### config.mk
export PLATFORM = sky130hd
export DESIGN_NAME = bitmap_first_fit_allocator_flat
export DESIGN_NICKNAME = d
export VERILOG_FILES = /design/src/sv/bffa_pkg.sv /design/src/sv/bffa_req_if.sv /design/src/sv/bffa_rsp_if.sv /design/src/sv/bffa_map.sv /design/src/sv/bffa_recip_div.sv /design/src/sv/bffa_byte_unit.sv /design/src/sv/bitmap_first_fit_allocator.sv /design/src/flat_wrapper.sv
export SDC_FILE = /design/constraint.sdc
export NUM_CORES = 1
export LEC_CHECK = 0
export ABC_CLOCK_PERIOD_IN_PS = 34100
export BUFFER_PORTS_ARGS = -buffer_cell sky130_fd_sc_hd__buf_2
export CORE_ASPECT_RATIO = 1.2
export CORE_MARGIN = 3
export CORE_UTILIZATION = 35
export DETAILED_ROUTE_END_ITERATION = 8
export GPL_TIMING_DRIVEN = 0
export HOLD_SLACK_MARGIN = 0.08
export SETUP_SLACK_MARGIN = 0.15
export SYNTH_ARGS = -nofsm -noshare
export SYNTH_HDL_FRONTEND = slang
export SYNTH_SLANG_ARGS = --single-unit
### constraint.sdc
create_clock -name clk -period 34.1 [get_ports clk]
set_clock_uncertainty 0.05 [all_clocks]
set_input_delay 6.82 -clock clk [delete_from_list [all_inputs] [get_ports clk]]
set_output_delay 6.82 -clock clk [all_outputs]
set_load 0.05 [all_outputs]
### src/sv/bffa_pkg.sv
package bffa_pkg;

  // Defaults for the top-level parameters
  localparam int DEF_NUM_BLOCKS  = 256;
  localparam int DEF_BLOCK_BYTES = 8;

  // Fixed field widths
  localparam int SIZE_W    = 16;
  localparam int ADDR_W    = 16;
  localparam int BYTE_BITS = 8;

  // Quotient width: a size plus rounding fits in 17 bits
  localparam int DIV_W = SIZE_W + 1;

  // Request codes
  localparam logic REQ_ALLOC = 1'b0;
  localparam logic REQ_FREE  = 1'b1;

  // Configuration port
  localparam int   APB_ADDR_W     = 3;
  localparam int   APB_DATA_W     = 32;
  localparam logic REG_HEAP_BASE  = 1'b0;

  typedef enum logic [2:0] {
    ST_CLEAR,
    ST_IDLE,
    ST_SIZE,
    ST_OFFS,
    ST_SCAN,
    ST_RMW_RD,
    ST_RMW_WR,
    ST_DONE
  } state_t;

endpackage

### src/sv/bffa_req_if.sv
interface bffa_req_if import bffa_pkg::*; ();
  logic              valid;
  logic              ready;
  logic              req_type;
  logic [SIZE_W-1:0] req_size;
  logic [ADDR_W-1:0] free_addr;

  modport source (output valid, req_type, req_size, free_addr, input ready);
  modport sink (input valid, req_type, req_size, free_addr, output ready);
endinterface

### src/sv/bffa_rsp_if.sv
interface bffa_rsp_if import bffa_pkg::*; ();
  logic              valid;
  logic              ready;
  logic [ADDR_W-1:0] result_addr;
  logic              success;

  modport source (output valid, result_addr, success, input ready);
  modport sink (input valid, result_addr, success, output ready);
endinterface

### src/sv/bffa_map.sv
module bffa_map import bffa_pkg::*; #(
  parameter int DEPTH  = 32,
  parameter int BYTE_W = 5
) (
  input  logic                 clk,
  input  logic                 wr_en,
  input  logic [BYTE_W-1:0]    wr_addr,
  input  logic [BYTE_BITS-1:0] wr_data,
  input  logic [BYTE_W-1:0]    rd_addr,
  output logic [BYTE_BITS-1:0] rd_data
);

  logic [BYTE_BITS-1:0] mem [DEPTH];

  always_ff @(posedge clk) begin
    if (wr_en) begin
      mem[wr_addr] <= wr_data;
    end
  end

  always_ff @(posedge clk) begin
    rd_data <= mem[rd_addr];
  end

endmodule

### src/sv/bffa_recip_div.sv
module bffa_recip_div import bffa_pkg::*; #(
  parameter int BLOCK_BYTES = DEF_BLOCK_BYTES
) (
  input  logic             clk,
  input  logic [DIV_W-1:0] dividend,
  output logic [DIV_W-1:0] quotient
);

  // floor(x / d) == (x * ceil(2^(N+L) / d)) >> (N+L) for every x below 2^N
  localparam int              L     = $clog2(BLOCK_BYTES);
  localparam int              SHIFT = DIV_W + L;
  localparam longint unsigned RECIP =
    ((64'd1 << SHIFT) + 64'(BLOCK_BYTES) - 64'd1) / 64'(BLOCK_BYTES);
  localparam int              M_W   = DIV_W + 1;
  localparam int              P_W   = DIV_W + M_W;

  logic [M_W-1:0] recip;
  logic [P_W-1:0] prod;

  assign recip = M_W'(RECIP);
  assign prod  = P_W'(dividend) * P_W'(recip);

  always_ff @(posedge clk) begin
    quotient <= DIV_W'(prod >> SHIFT);
  end

endmodule

### src/sv/bffa_byte_unit.sv
module bffa_byte_unit import bffa_pkg::*; #(
  parameter int NUM_BLOCKS = DEF_NUM_BLOCKS,
  parameter int BYTE_W     = 5,
  parameter int IDX_W      = 9
) (
  input  logic [BYTE_BITS-1:0] map_byte,
  input  logic [BYTE_W-1:0]    byte_sel,
  input  logic [IDX_W-1:0]     run_in,
  input  logic [IDX_W-1:0]     need,
  input  logic [IDX_W-1:0]     lo,
  input  logic [IDX_W-1:0]     hi,
  output logic                 found,
  output logic [IDX_W-1:0]     start,
  output logic [IDX_W-1:0]     run_out,
  output logic [BYTE_BITS-1:0] mask
);

  localparam logic [IDX_W-1:0] NB = IDX_W'(NUM_BLOCKS);

  logic [IDX_W-1:0] run;
  logic [IDX_W-1:0] idx;

  // Walk the eight bits in order: count free blocks, stop at the first fit
  always_comb begin
    run   = run_in;
    found = 1'b0;
    start = '0;
    mask  = '0;
    idx   = '0;
    for (int j = 0; j < BYTE_BITS; j++) begin
      idx = IDX_W'({byte_sel, 3'(j)});
      if (idx < NB && !found) begin
        if (map_byte[j]) begin
          run = '0;
        end else begin
          run = run + 1'b1;
          if (run >= need) begin
            found = 1'b1;
            start = idx + IDX_W'(1) - need;
          end
        end
      end
      mask[j] = (idx >= lo) && (idx < hi);
    end
    run_out = run;
  end

endmodule

### src/sv/bitmap_first_fit_allocator.sv
// First-fit bitmap block allocator. The heap holds NUM_BLOCKS blocks of
// BLOCK_BYTES bytes, tracked by a used/free bitmap kept in an internal memory
// of (NUM_BLOCKS+7)/8 bytes. An allocate item rounds req_size up to whole
// blocks, takes the lowest run of that many free blocks, marks it used and
// returns heap_base + index*BLOCK_BYTES (16-bit wrap); a zero size, a size
// over the heap or no free run returns success 0 and address 0. A free item
// clears the run starting at the block that holds free_addr (offset from
// heap_base, 16-bit wrap), clipped at the heap end, and returns success 1.
// After reset the block clears the bitmap before it raises ready; configuration
// writes are taken during that time. One item is worked on at a time. The
// bitmap memory port sets the timing: an allocate passes a size step, then
// scans bitmap bytes from byte 0 up to the one that closes the run (all bytes
// when no run fits; a zero or oversized size skips the scan), then reads and
// writes back each byte marked; a free passes a size step and an offset step,
// then reads and writes back each byte touched. With the defaults the bitmap
// holds 32 bytes. The result sits in an output register, so ready returns
// while it still waits to be taken.
module bitmap_first_fit_allocator import bffa_pkg::*; #(
  parameter int NUM_BLOCKS  = DEF_NUM_BLOCKS,
  parameter int BLOCK_BYTES = DEF_BLOCK_BYTES
) (
  input  logic                  clk,
  input  logic                  rst,
  bffa_req_if.sink              req,
  bffa_rsp_if.source            rsp,
  input  logic                  psel,
  input  logic                  penable,
  input  logic                  pwrite,
  input  logic [APB_ADDR_W-1:0] paddr,
  input  logic [APB_DATA_W-1:0] pwdata,
  output logic [APB_DATA_W-1:0] prdata,
  output logic                  pready
);

  localparam int MAP_BYTES = (NUM_BLOCKS + 7) / 8;
  localparam int BYTE_W    = (MAP_BYTES > 1) ? $clog2(MAP_BYTES) : 1;
  localparam int IDX_W     = $clog2(MAP_BYTES * 8 + 1);
  localparam logic [BYTE_W-1:0] LAST_BYTE = BYTE_W'(MAP_BYTES - 1);
  localparam logic [IDX_W-1:0]  NB_IDX    = IDX_W'(NUM_BLOCKS);
  localparam logic [DIV_W-1:0]  NB_DIV    = DIV_W'(NUM_BLOCKS);

  // Configuration register
  logic [ADDR_W-1:0] heap_base;
  logic              cfg_wr;

  assign pready = 1'b1;
  assign cfg_wr = psel && penable && pwrite && (paddr[APB_ADDR_W-1:2] == REG_HEAP_BASE);

  always_ff @(posedge clk) begin
    if (rst) begin
      heap_base <= '0;
    end else if (cfg_wr) begin
      heap_base <= pwdata[ADDR_W-1:0];
    end
  end

  always_comb begin
    prdata = '0;
    if (paddr[APB_ADDR_W-1:2] == REG_HEAP_BASE) begin
      prdata = APB_DATA_W'(heap_base);
    end
  end

  // Sequencer and work registers
  state_t            state, state_next;
  logic [BYTE_W-1:0] clr_idx;
  logic              op_free;
  logic [ADDR_W-1:0] free_addr_q;
  logic [DIV_W-1:0]  n_blocks;
  logic [IDX_W-1:0]  run;
  logic [BYTE_W-1:0] scan_byte;
  logic [IDX_W-1:0]  lo, hi;
  logic [BYTE_W-1:0] cur_byte, last_byte;
  logic              ok;

  // Output register
  logic              out_valid;
  logic [ADDR_W-1:0] out_addr;
  logic              out_success;

  // Datapath wires
  logic [DIV_W-1:0]     div_in, div_q;
  logic [BYTE_BITS-1:0] rd_data, wr_data, mask;
  logic [BYTE_W-1:0]    rd_addr, wr_addr;
  logic                 wr_en;
  logic                 found;
  logic [IDX_W-1:0]     fit_start, run_out;
  logic [IDX_W-1:0]     lo_c, hi_c, hi_m1;
  logic [DIV_W:0]       end_sum;
  logic                 accept, out_free, size_bad, offs_none;

  assign req.ready = (state == ST_IDLE);
  assign accept    = req.valid && req.ready;
  assign out_free  = !out_valid || rsp.ready;

  assign rsp.valid       = out_valid;
  assign rsp.result_addr = out_addr;
  assign rsp.success     = out_success;

  assign size_bad  = (div_q == '0) || (div_q > NB_DIV);
  assign offs_none = (n_blocks == '0) || (div_q >= NB_DIV);
  assign end_sum   = (DIV_W + 1)'(div_q) + (DIV_W + 1)'(n_blocks);

  bffa_recip_div #(.BLOCK_BYTES(BLOCK_BYTES)) u_div (
    .clk      (clk),
    .dividend (div_in),
    .quotient (div_q)
  );

  bffa_map #(.DEPTH(MAP_BYTES), .BYTE_W(BYTE_W)) u_map (
    .clk     (clk),
    .wr_en   (wr_en),
    .wr_addr (wr_addr),
    .wr_data (wr_data),
    .rd_addr (rd_addr),
    .rd_data (rd_data)
  );

  bffa_byte_unit #(
    .NUM_BLOCKS (NUM_BLOCKS),
    .BYTE_W     (BYTE_W),
    .IDX_W      (IDX_W)
  ) u_byte (
    .map_byte (rd_data),
    .byte_sel ((state == ST_SCAN) ? scan_byte : cur_byte),
    .run_in   (run),
    .need     (n_blocks[IDX_W-1:0]),
    .lo       (lo),
    .hi       (hi),
    .found    (found),
    .start    (fit_start),
    .run_out  (run_out),
    .mask     (mask)
  );

  // Next state
  always_comb begin
    state_next = state;
    unique case (state)
      ST_CLEAR:  if (clr_idx == LAST_BYTE) state_next = ST_IDLE;
      ST_IDLE:   if (accept) state_next = ST_SIZE;
      ST_SIZE: begin
        if (op_free) begin
          state_next = ST_OFFS;
        end else if (size_bad) begin
          state_next = ST_DONE;
        end else begin
          state_next = ST_SCAN;
        end
      end
      ST_OFFS:   state_next = offs_none ? ST_DONE : ST_RMW_RD;
      ST_SCAN: begin
        if (found) begin
          state_next = ST_RMW_RD;
        end else if (scan_byte == LAST_BYTE) begin
          state_next = ST_DONE;
        end
      end
      ST_RMW_RD: state_next = ST_RMW_WR;
      ST_RMW_WR: state_next = (cur_byte == last_byte) ? ST_DONE : ST_RMW_RD;
      ST_DONE:   if (out_free) state_next = ST_IDLE;
      default:   state_next = ST_IDLE;
    endcase
  end

  // Datapath controls
  always_comb begin
    div_in  = DIV_W'(req.req_size) + DIV_W'(BLOCK_BYTES - 1);
    rd_addr = cur_byte;
    wr_en   = 1'b0;
    wr_addr = cur_byte;
    wr_data = op_free ? (rd_data & ~mask) : (rd_data | mask);
    lo_c    = fit_start;
    hi_c    = fit_start + n_blocks[IDX_W-1:0];
    unique case (state)
      ST_CLEAR: begin
        wr_en   = 1'b1;
        wr_addr = clr_idx;
        wr_data = '0;
      end
      ST_SIZE: begin
        div_in  = DIV_W'(16'(free_addr_q - heap_base));
        rd_addr = '0;
      end
      ST_OFFS: begin
        lo_c = div_q[IDX_W-1:0];
        hi_c = (end_sum > (DIV_W + 1)'(NUM_BLOCKS)) ? NB_IDX : end_sum[IDX_W-1:0];
      end
      ST_SCAN: begin
        rd_addr = (scan_byte == LAST_BYTE) ? scan_byte : scan_byte + 1'b1;
      end
      ST_RMW_WR: wr_en = 1'b1;
      default: ;
    endcase
    hi_m1 = hi_c - 1'b1;
  end

  always_ff @(posedge clk) begin
    if (rst) begin
      state   <= ST_CLEAR;
      clr_idx <= '0;
    end else begin
      state <= state_next;
      if (state == ST_CLEAR) begin
        clr_idx <= clr_idx + 1'b1;
      end
    end
  end

  // Work registers: payload, no reset needed
  always_ff @(posedge clk) begin
    unique case (state)
      ST_IDLE: begin
        op_free     <= req.req_type;
        free_addr_q <= req.free_addr;
      end
      ST_SIZE: begin
        n_blocks  <= div_q;
        ok        <= op_free;
        run       <= '0;
        scan_byte <= '0;
      end
      ST_OFFS, ST_SCAN: begin
        // Latch the run to mark; a failed or empty request keeps ok as is
        run       <= run_out;
        scan_byte <= scan_byte + 1'b1;
        if (state == ST_OFFS || found) begin
          lo        <= lo_c;
          hi        <= hi_c;
          cur_byte  <= BYTE_W'(lo_c >> 3);
          last_byte <= BYTE_W'(hi_m1 >> 3);
          ok        <= 1'b1;
        end
      end
      ST_RMW_WR: cur_byte <= cur_byte + 1'b1;
      default: ;
    endcase
  end

  // Output register: hold the result until taken
  always_ff @(posedge clk) begin
    if (rst) begin
      out_valid <= 1'b0;
    end else if (state == ST_DONE && out_free) begin
      out_valid <= 1'b1;
    end else if (rsp.ready) begin
      out_valid <= 1'b0;
    end
  end

  always_ff @(posedge clk) begin
    if (state == ST_DONE && out_free) begin
      out_success <= ok;
      out_addr    <= (ok && !op_free) ? heap_base + ADDR_W'(lo * BLOCK_BYTES) : '0;
    end
  end

  a_accept_starts: assert property (@(posedge clk) disable iff (rst)
    accept |=> state == ST_SIZE)
    else $error("accepted item did not start the size step");

  a_no_write_idle: assert property (@(posedge clk) disable iff (rst)
    (state == ST_IDLE || state == ST_DONE || state == ST_SCAN) |-> !wr_en)
    else $error("bitmap written outside clear or marking");

  a_range_ok: assert property (@(posedge clk) disable iff (rst)
    state == ST_RMW_RD |-> (lo < hi) && (hi <= NB_IDX) && (cur_byte <= last_byte))
    else $error("marking range out of bounds");

  a_fail_zero: assert property (@(posedge clk) disable iff (rst)
    (out_valid && !out_success) |-> out_addr == '0)
    else $error("failed allocation carries a nonzero address");

  a_busy_result: assert property (@(posedge clk) disable iff (rst)
    (state == ST_DONE && !out_free) |=> state == ST_DONE)
    else $error("result dropped while output register is full");

endmodule

### src/flat_wrapper.sv
// flat-port wrapper written by rule: the top's interface ports become plain ports
module bitmap_first_fit_allocator_flat import bffa_pkg::*;
#(
  parameter int NUM_BLOCKS  = DEF_NUM_BLOCKS,
  parameter int BLOCK_BYTES = DEF_BLOCK_BYTES
)
  (clk, rst, psel, penable, pwrite, paddr, pwdata, prdata, pready, req_valid, req_req_type, req_req_size, req_free_addr, req_ready, rsp_valid, rsp_result_addr, rsp_success, rsp_ready);
  bffa_req_if req_i ();
  bffa_rsp_if rsp_i ();
  input  logic clk;
  input  logic rst;
  input  logic psel;
  input  logic penable;
  input  logic pwrite;
  input  logic [APB_ADDR_W-1:0] paddr;
  input  logic [APB_DATA_W-1:0] pwdata;
  output logic [APB_DATA_W-1:0] prdata;
  output logic pready;
  input wire logic [$bits(req_i.valid)-1:0] req_valid;
  input wire logic [$bits(req_i.req_type)-1:0] req_req_type;
  input wire logic [$bits(req_i.req_size)-1:0] req_req_size;
  input wire logic [$bits(req_i.free_addr)-1:0] req_free_addr;
  output wire logic [$bits(req_i.ready)-1:0] req_ready;
  output wire logic [$bits(rsp_i.valid)-1:0] rsp_valid;
  output wire logic [$bits(rsp_i.result_addr)-1:0] rsp_result_addr;
  output wire logic [$bits(rsp_i.success)-1:0] rsp_success;
  input wire logic [$bits(rsp_i.ready)-1:0] rsp_ready;
  assign req_i.valid = req_valid;
  assign req_i.req_type = req_req_type;
  assign req_i.req_size = req_req_size;
  assign req_i.free_addr = req_free_addr;
  assign req_ready = req_i.ready;
  assign rsp_valid = rsp_i.valid;
  assign rsp_result_addr = rsp_i.result_addr;
  assign rsp_success = rsp_i.success;
  assign rsp_i.ready = rsp_ready;
  bitmap_first_fit_allocator #(.NUM_BLOCKS(NUM_BLOCKS), .BLOCK_BYTES(BLOCK_BYTES)) u_core (.clk(clk), .rst(rst), .req(req_i), .rsp(rsp_i), .psel(psel), .penable(penable), .pwrite(pwrite), .paddr(paddr), .pwdata(pwdata), .prdata(prdata), .pready(pready));
endmodule
==> summary.txt <==
Setup-failing EPs final -> 0
FILL cells -> 6,994
Post-synth EDFFs -> 347
Die width -> 252 um
Start point of the critical path -> u_core.run[1]$_SDFFCE_PN0P_
First-pass GRT wire length -> 120,000 um
Gpl congestion -> 0.959
Via count -> 20,873
TritonCTS Buffers -> 40
All-Layer GR Usage -> 20.2%
DRC viols -> 0
Vias per inst -> 5.75
Register area share after synthesis -> 44.6%
Reg clk slew, reported paths -> 0.07 ns
Hold path start -> u_core.heap_base[1]$_SDFFE_PP0P_
Tmin final -> 17.90 ns
Final worst path period share -> 52.5%
Setup TNS Final -> 0 ns
Pre-antenna DRT Iters -> 7
Detailed router's first-iteration violation count -> 1,951
Initial core utilization -> 35.6%
Setup Crit Path Kind -> flip-flop to flip-flop
Post-synthesis register bit count -> 394
Synthesized area -> 0.0255 mm2
CTS tree -> yes
IO Count -> 127
GR Layer Usage met3 -> 1.72%
Post-synth top area cell -> edfxtp_1
Share of the synthesized area in the top cell type -> 40.9%
FF-to-FF Start -> u_core.run[1]$_SDFFCE_PN0P_
Port buffer count -> 89
Syn avg cell area -> 10.1 um2
Slew headroom -> 6.40%
Max-slew violation count -> 0
Crit start category -> flip-flop
Count of final hold-check violations -> 0
Worst Hold Class -> flip-flop to flip-flop
Area contributors post-synth -> edfxtp_1 41%, ha_1 8.1%, a211oi_1 4.1%
CP endpoint kind -> flip-flop
Clock Latency Late Sink -> 0.55 ns
Cell count after synthesis -> 2,515
Setup repair after global routing missed its margin -> false
Required time of the critical path -> 34.32 ns
Crit path DAT -> 18.13 ns
Clk root buf -> clkbuf_16
Top_reg_cell synth -> edfxtp_1
Global Route met1 Usage -> 25.3%
Async S/R FF share, synth -> 0%
Crit-path max cell delay -> 1.05 ns
Total gr overflow -> 0
CTS Buffer Depth -> 3
CP max FO -> 10
DP Wirelength -> 59,800 um
Die Ht -> 302 um
Status -> complete, no violations
Post-Route WL -> 79,600 um
Critical path's slowest cell -> a2111oi_0
Post-cts sizing count -> 0
Synth warn -> 0
Cell Rows -> 107
Crit-path most repeated cell -> ha_1
Synthesis-to-finish area growth -> 12.9%
# H-tree levels -> 2
Antenna fix cells -> 0
Worst-margin pin slew -> 1.40 ns
DRT antenna net count -> 0
Final #Nets -> 2,924
Final Util -> 40.2%
Largest net degree at the start of global routing -> 24
Postcts setup bufs -> 0
# hold bufs at CTS -> 0
Wirelength per Cell -> 21.9 um
Vias in the first global route -> 20,296
Busiest grt layer -> met2
MaxCap Viol Count -> 0
Count of cell types in the netlist -> 120
Max Freq -> 55.9 MHz
Core area -> 0.0715 mm2
Initial antenna violation count -> 0
Die area -> 0.0761 mm2
Layout cells sized above 1 -> 11.1%
Met2 Resource Use GR -> 36.2%
Clock Sink Count -> 394
[placed cells by master, fill, tap and decap left out, types with 9 or more instances in the layout]
cell type	instances
edfxtp_1	347
nand2_1	251
nor2_1	203
ha_1	165
a21oi_1	161
a211oi_1	134
buf_2	100
inv_1	97
clkbuf_1	94
xnor2_1	84
o21ai_0	80
nor2b_1	63
a21o_1	63
a31oi_1	51
nor3_1	50
mux2i_1	47
dfxtp_1	47
and2_1	46
nand3_1	43
clkbuf_16	41
xor2_1	39
buf_4	23
nand2b_1	21
nand4_1	20
o21bai_1	18
o22ai_1	17
conb_1	17
and3_1	15
o21a_1	14
mux2_2	14
or3_1	12
o211ai_1	12
buf_8	10
or2_2	9
o21ai_1	9
nand3b_1	9
nor4_1	9
[critical path, delay by kind of cell, from the launching register on]
family,cells,cell delay (ns)
AOI/OAI and AO/OA,26,7.95
xor gates and xnor gates,5,0.80
adders and majority gates,9,2.29
buffers and inverters,10,1.65
DFF,1,0.45
muxes,1,0.43
and+or+nand+nor,16,3.97
[routing by layer]
metal | part of all wire (%) | up-vias
li1 | - | 9708
met1 | 42 | 10261
met3 | 4.6 | 171
met4 | 4.0 | 0
met2 | 50 | 733
met5 | 0 | -
[flip-flops by register name, indices dropped and copies added (netlist names), 8 cells and up]
signal	cells
u_core.free_addr_q	16
u_core.heap_base	16
u_core.hi	9
u_core.lo	9
u_core.n_blocks	14
u_core.rsp.result_addr	16
u_core.run	9
u_core.u_div.quotient	14
u_core.u_map.mem	256
u_core.u_map.rd_data	8
[cell type report]
type,count,area (um2),share of cell area [%]
Inverter,98,368,1.28
Clock buffer,52,1110,3.85
Sequential cell,394,11400,39.5
Clock inverter,18,164,0.570
Timing Repair Buffer,104,661,2.30
Tap cell,926,1160,4.03
Buffer,132,632,2.20
Multi-Input combinational cell,1906,13300,46.3
[worst paths after layout]
path                                      end  slack [ns]  cells after the start
min          u_core.heap_base[1]$_SDFFE_PP0P_        0.41                      2
min reg2reg  u_core.heap_base[1]$_SDFFE_PP0P_        0.41                      2
max             u_core.last_byte[4]$_DFFE_PP_       16.20                     67
max reg2reg     u_core.last_byte[4]$_DFFE_PP_       16.20                     67
[synthesized netlist by cell type, types with 52 or more instances]
| cell | number |
|---|---|
| a211oi_1 | 140 |
| a21o_1 | 63 |
| a21oi_1 | 161 |
| a31oi_1 | 52 |
| clkbuf_1 | 87 |
| edfxtp_1 | 347 |
| ha_1 | 165 |
| inv_1 | 97 |
| nand2_1 | 251 |
| nor2_1 | 204 |
| nor2b_1 | 63 |
| o21ai_0 | 80 |
| xnor2_1 | 84 |
[cell families (layout without fill, tap and decap cells)]
logic type	after synthesis	in the layout	share of synthesized area (%)
muxes	63	63	2.58
buffers and inverters	230	404	3.92
and+or+nand+nor	809	809	15.6
other	2	17	0.0295
xor gates and xnor gates	124	124	4.29
DFF	394	394	44.6
adders and majority gates	173	173	8.73
AOI/OAI and AO/OA	720	720	20.3
[through the flow]
step,instances,hold slack (ns),worst slack (ns),area (um2)
after floorplan,2530,0.378,19.38,25500
after global placement,3545,0.402,15.98,27100
after detailed placement,3558,0.410,15.94,27500
after CTS,3628,0.418,15.84,28700
after global routing,3630,0.443,14.98,28800
final,3630,0.410,16.20,28800
Power is not shown: default switching activity piles up to over one toggle a cycle in this logic, so the estimate is an artifact.
